$ cat src/hw/rtl/spk_pkg.sv
// ----------------------------------------------------------------------------
// spk_pkg
// Shared types and constants for the Speck 64/128 encrypt unit.
// ----------------------------------------------------------------------------
package spk_pkg;

  localparam int unsigned WORD_W = 32;
  localparam int unsigned IDX_W  = 5;

  localparam logic OP_KEY_WRITE = 1'b0;
  localparam logic OP_ENCRYPT   = 1'b1;

  typedef logic [WORD_W-1:0] word_t;

  typedef struct packed {
    logic             opcode;
    logic [IDX_W-1:0] key_index;
    word_t            key_value;
    word_t            block_low;
    word_t            block_high;
  } in_beat_t;

  typedef struct packed {
    word_t cipher_low;
    word_t cipher_high;
  } out_beat_t;

  typedef struct packed {
    logic  valid;
    word_t x;
    word_t y;
  } spk_link_t;

  typedef struct packed {
    logic  we;
    word_t value;
  } spk_key_wr_t;

endpackage

$ cat src/hw/rtl/speck64_128_encrypt_unit.sv
// ----------------------------------------------------------------------------
// speck64_128_encrypt_unit
// Speck 64/128 encryption over a table of round keys held in a row of cells.
//
//   channel | dir | beat
//   in_     | in  | key write (no result) or plaintext block
//   out_    | out | ciphertext block
//
// Key writes may come every cycle while no encrypt block is in flight.
// An encrypt beat walks the row of ROUNDS round cells, one cell per cycle
// while the row is not stalled, and its result is then registered at out_.
// One block is in the row at a time; in_ready is low while it is in flight.
// A held result stalls the row only when the next block reaches its end.
// Reset clears valid state only; round keys are undefined until written.
// ----------------------------------------------------------------------------
module speck64_128_encrypt_unit #(
  parameter int unsigned ROUNDS = 27
) (
  input  logic               clk,
  input  logic               rst_n,
  input  logic               in_valid,
  output logic               in_ready,
  input  spk_pkg::in_beat_t  in_data,
  output logic               out_valid,
  input  logic               out_ready,
  output spk_pkg::out_beat_t out_data
);
  import spk_pkg::*;

  spk_link_t   link [ROUNDS+1];
  spk_key_wr_t key_wr [ROUNDS];
  logic [ROUNDS-1:0] cell_valid;
  logic      busy;
  logic      accept;
  logic      adv;
  logic      out_valid_r;
  out_beat_t out_data_r;

  assign busy     = |cell_valid;
  assign in_ready = !busy;
  assign accept   = in_valid && in_ready;
  assign adv      = !(link[ROUNDS].valid && out_valid_r && !out_ready);

  assign link[0] = '{valid: accept && (in_data.opcode == OP_ENCRYPT),
                     x: in_data.block_high,
                     y: in_data.block_low};

  for (genvar i = 0; i < ROUNDS; i++) begin : g_cell
    assign key_wr[i] = '{we: accept && (in_data.opcode == OP_KEY_WRITE)
                             && (in_data.key_index == IDX_W'(i)),
                         value: in_data.key_value};
    assign cell_valid[i] = link[i+1].valid;

    spk_round_cell u_cell (
      .clk      (clk),
      .rst_n    (rst_n),
      .adv      (adv),
      .key_wr   (key_wr[i]),
      .link_in  (link[i]),
      .link_out (link[i+1])
    );
  end

  always_ff @(posedge clk) begin
    if (!rst_n) begin
      out_valid_r <= 1'b0;
    end else if (adv && link[ROUNDS].valid) begin
      out_valid_r <= 1'b1;
    end else if (out_ready) begin
      out_valid_r <= 1'b0;
    end
  end

  always_ff @(posedge clk) begin
    if (adv && link[ROUNDS].valid) begin
      out_data_r <= '{cipher_low: link[ROUNDS].y, cipher_high: link[ROUNDS].x};
    end
  end

  assign out_valid = out_valid_r;
  assign out_data  = out_data_r;

endmodule

$ cat src/hw/rtl/spk_round_cell.sv
// ----------------------------------------------------------------------------
// spk_round_cell
// One Speck round: holds its own round key and passes x/y to the next cell.
// ----------------------------------------------------------------------------
module spk_round_cell (
  input  logic                clk,
  input  logic                rst_n,
  input  logic                adv,
  input  spk_pkg::spk_key_wr_t key_wr,
  input  spk_pkg::spk_link_t  link_in,
  output spk_pkg::spk_link_t  link_out
);
  import spk_pkg::*;

  word_t key_r;
  logic  valid_r;
  word_t x_r;
  word_t y_r;
  word_t x_nxt;
  word_t y_nxt;

  always_comb begin
    x_nxt = ({link_in.x[7:0], link_in.x[WORD_W-1:8]} + link_in.y) ^ key_r;
    y_nxt = {link_in.y[WORD_W-4:0], link_in.y[WORD_W-1:WORD_W-3]} ^ x_nxt;
  end

  always_ff @(posedge clk) begin
    if (key_wr.we) begin
      key_r <= key_wr.value;
    end
  end

  always_ff @(posedge clk) begin
    if (!rst_n) begin
      valid_r <= 1'b0;
    end else if (adv) begin
      valid_r <= link_in.valid;
    end
  end

  always_ff @(posedge clk) begin
    if (adv && link_in.valid) begin
      x_r <= x_nxt;
      y_r <= y_nxt;
    end
  end

  assign link_out = '{valid: valid_r, x: x_r, y: y_r};

endmodule
$ cat config.mk
export PLATFORM = sky130hd
export DESIGN_NAME = speck64_128_encrypt_unit
export DESIGN_NICKNAME = d
export VERILOG_FILES = /design/src/hw/rtl/spk_pkg.sv /design/src/hw/rtl/speck64_128_encrypt_unit.sv /design/src/hw/rtl/spk_round_cell.sv
export SDC_FILE = /design/constraint.sdc
export NUM_CORES = 2
export LEC_CHECK = 0
export ABC_CLOCK_PERIOD_IN_PS = 5890
export BUFFER_PORTS_ARGS = -buffer_cell sky130_fd_sc_hd__buf_2
export CAP_MARGIN = 20
export CORE_UTILIZATION = 50
export CTS_CLUSTER_DIAMETER = 120
export DETAILED_ROUTE_END_ITERATION = 8
export PLACE_DENSITY = 0.66
export SYNTH_ARGS = -nofsm -noshare
export SYNTH_HDL_FRONTEND = slang
export SYNTH_SLANG_ARGS = --single-unit
$ cat constraint.sdc
create_clock -name clk -period 5.89 [get_ports clk]
set_clock_uncertainty 0.1 [all_clocks]
set_input_delay 1.4725 -clock clk [delete_from_list [all_inputs] [get_ports clk]]
set_output_delay 1.4725 -clock clk [all_outputs]
set_load 0.005 [all_outputs]
==> results by group <==
Worst setup path
  • Worst setup SP type: register
  • Data arrival, critical path: 5.33 ns
  • Worst path required time: 6.29 ns
  • Critical path buffer and inverter count: 0
  • Crit-path slowest cell: sky130_fd_sc_hd__nor2_4
  • Cell family contributing the most delay on the critical path: simple AND/OR/NAND/NOR gates
  • Biggest cell delay along the critical path: 1.11 ns
  • CP Max Fanout: 32
  • Classification of the worst setup path: register to register
  • Setup crit end kind: register
  • Cell chain of the critical path: nor4_1 > nand2_1 > nor3_1 > and2_1 > nor3b_1 > nand3_1 > nor2_4

Route
  • Overall via count from detail_route: 84370
  • Wire per inst: 28.41 um
  • Pre-antenna DRT Iters: 5
  • DRC violations left: 0
  • Number of nets with antenna violations after routing: 0
  • Iteration-0 DRC Markers: 10550
  • Final wirelength: 406200 um
  • Ratio of routed vias to standard cells: 5.900

STA
  • Max Freq: 202.6 MHz
  • Final Hold Viols: 0
  • Setup violation total in the final timing report: 0
  • Post-route minimum period: 4.936 ns
  • Setup repair after global routing missed its margin: no
  • Max-slew violation total from the final report: 0
  • Share of the cycle needed by the critical path after routing: 83.80%
  • Max-slew headroom: 22.86%
  • Worst hold slack: 0.3017 ns
  • Actual slew at the worst max-slew pin: 1.142 ns
  • Sum of negative setup slack: 0 ns

Finish
  • Share of post-route cells with drive strength above 1: 7.658%
  • Layout overhead on the synthesized area: 11.54%
  • Final non-filler cell total: 14300
  • Nets: 11440

Floorplan
  • Core region area: 271200 um2
  • Number of ports placed on the die boundary: 172
  • Chip width: 524.6 um
  • Die boundary height: 524.6 um
  • Initial core utilization: 50.34%
  • Standard-cell row count: 191
  • Total Die Area: 275200 um2

Yosys
  • Number of distinct standard cells referenced by the synthesized netlist: 86
  • Leading area contributor after synthesis: sky130_fd_sc_hd__edfxtp_1
  • Area of the mapped netlist: 136600 um2
  • Synthesized instance count: 9998
  • Primary flip-flop cell chosen by synthesis mapping: sky130_fd_sc_hd__edfxtp_1
  • Synth cell count leaders: sky130_fd_sc_hd__edfxtp_1 (2656), sky130_fd_sc_hd__xor2_1 (1329), sky130_fd_sc_hd__xnor2_1 (1222)
  • Synthesized area per cell: 13.66 um2
  • Count of state elements after synthesis: 2684
  • Cell with the most instances after synthesis: sky130_fd_sc_hd__edfxtp_1
  • Post-synthesis async set-or-reset flop share: 0%
  • Area share of the largest cell type after synthesis: 58.41%
  • Number of warnings issued by yosys: 0
  • Leading cell types by total area after synthesis: sky130_fd_sc_hd__edfxtp_1 (58%), sky130_fd_sc_hd__xor2_1 (8.5%), sky130_fd_sc_hd__xnor2_1 (7.8%), sky130_fd_sc_hd__ha_1 (7.7%), sky130_fd_sc_hd__a21o_1 (2.7%)
  • Net count after synthesis: 10970
  • Number of enable flip-flop cells after synthesis: 2656
  • Proportion of synthesized chip area in sequential cells: 58.82%

CTS
  • Num Clock Sinks: 2684
  • CTS Root Buffer Type: sky130_fd_sc_hd__clkbuf_16
  • Post-CTS setup repair buffer count: 0
  • H-Tree Level Count: 5
  • Latest clock arrival within the worst-skew pair: 0.91 ns
  • CTS tree: built
  • Clock tree buffer depth: 4
  • Total clock buffers created by CTS: 294
  • Quantity of hold-fixing buffers added after cts: 0
  • Clock-pin transition on the worst setup and hold timing paths: 0.06 ns
  • Post-CTS resize count: 0

Place
  • Gp weighted congestion: 0.9507
  • Port-buffer cells: 171
  • Number of cells in the design after placement: 13750
  • Estimated wirelength of the detail-placed design: 300800 um

Pwr
  • LEAKAGE: 56.35 nW
  • Worst IR Drop VDD: 240.8 uV
  • Power density of the placed cells: 275.4 nW/um2

Flow run
  • Total of max-cap violations: 0

Global route
  • Antenna violations before repair: 59
  • Via count of the first global-routing pass: 82920
  • Overflow left after global routing: 0
  • Global-route wire length before repair: 579200 um
  • Pin count of the biggest net entering global routing: 66
  • Global-route total usage across every layer: 28.92%

Hold path
  • Worst Hold Class: register to register

Outcome
  • Result of the run: complete, no violations
==> layout make-up <==
type,count,area (um2)
tap,3570,4467
antenna,22,55.05
multi-input combinational,7037,55380
fill,21810,118900
timing repair buffer,258,1607
sequential,2684,80320
clock buffer,350,7779
inverter,197,739.5
clock inverter,182,1961
==> final timing paths <==
path              depth (start not counted)                    endpoint                       from  slack (ns)
setup / recovery                          7  g_cell[7].u_cell.key_r[15]  g_cell[20].u_cell.valid_r        0.95
hold / removal                            0                out_data[56]  g_cell[26].u_cell.y_r[24]        0.30
setup reg to reg                          7  g_cell[7].u_cell.key_r[15]  g_cell[20].u_cell.valid_r        0.95
hold reg to reg                           0                out_data[56]  g_cell[26].u_cell.y_r[24]        0.30
==> power breakdown <==
part	switching [mW]	internal, mW
Sequential	0.103	21.1
Clock	7.83	11.0
Combinational	1.28	0.623
Total	9.21	32.7
==> through the flow <==
step                setup WS, ns  util [%]  area (um2)  total power [mW]
detailed placement        0.8274     52.53      142500             23.49
global route              0.7561     56.14      152300             42.97
CTS                       0.8053     56.12      152200             42.21
floorplan                 0.6048         -      136600             22.61
finish                    0.9545     56.15      152300             41.95
global placement          0.8678     52.52      142400             23.47
==> cells in the final DEF (no fill, tap or decap), types with 87 or more instances in the layout <==
| master | count |
|---|---|
| sky130_fd_sc_hd__edfxtp_1 | 2656 |
| sky130_fd_sc_hd__xor2_1 | 1329 |
| sky130_fd_sc_hd__xnor2_1 | 1222 |
| sky130_fd_sc_hd__ha_1 | 837 |
| sky130_fd_sc_hd__a21oi_1 | 656 |
| sky130_fd_sc_hd__a21o_1 | 498 |
| sky130_fd_sc_hd__nand2_1 | 363 |
| sky130_fd_sc_hd__o21ai_0 | 312 |
| sky130_fd_sc_hd__clkbuf_16 | 303 |
| sky130_fd_sc_hd__nor2_1 | 283 |
| sky130_fd_sc_hd__inv_1 | 197 |
| sky130_fd_sc_hd__buf_2 | 150 |
| sky130_fd_sc_hd__nand3_1 | 142 |
| sky130_fd_sc_hd__and3_1 | 125 |
| sky130_fd_sc_hd__buf_4 | 105 |
| sky130_fd_sc_hd__a31oi_1 | 103 |
| sky130_fd_sc_hd__o21bai_1 | 98 |
| sky130_fd_sc_hd__o21a_1 | 98 |
| sky130_fd_sc_hd__nand2b_1 | 87 |
==> logic make-up after synthesis <==
kind of cell               after synthesis  synth area share (%)
AOI/OAI and AO/OA                     2165                 10.35
xor gates and xnor gates              2576                 16.77
adders and majority gates              864                 8.065
buffers and inverters                  277                0.7633
DFF                                   2684                 58.82
muxes                                    2               0.01466
and+or+nand+nor                       1430                 5.216
==> per-layer routing <==
metal,wire [um],global-route usage [%],vias up
met4,15550,10.59,4
met3,29840,3.065,691
li1,-,-,38220
met1,170600,39.99,41870
met2,190300,47.25,3587
met5,33,0,-
==> flip-flops by register name, summed over array words and instances, names as in the netlist <==
| name | flops |
|---|---|
| g_cell.u_cell.key_r | 864 |
| g_cell.u_cell.x_r | 864 |
| g_cell.u_cell.y_r | 864 |
| out_data | 64 |
| g_cell.u_cell.valid_r | 27 |
| out_valid | 1 |
Note: power is estimated with default switching activity, not from simulation.
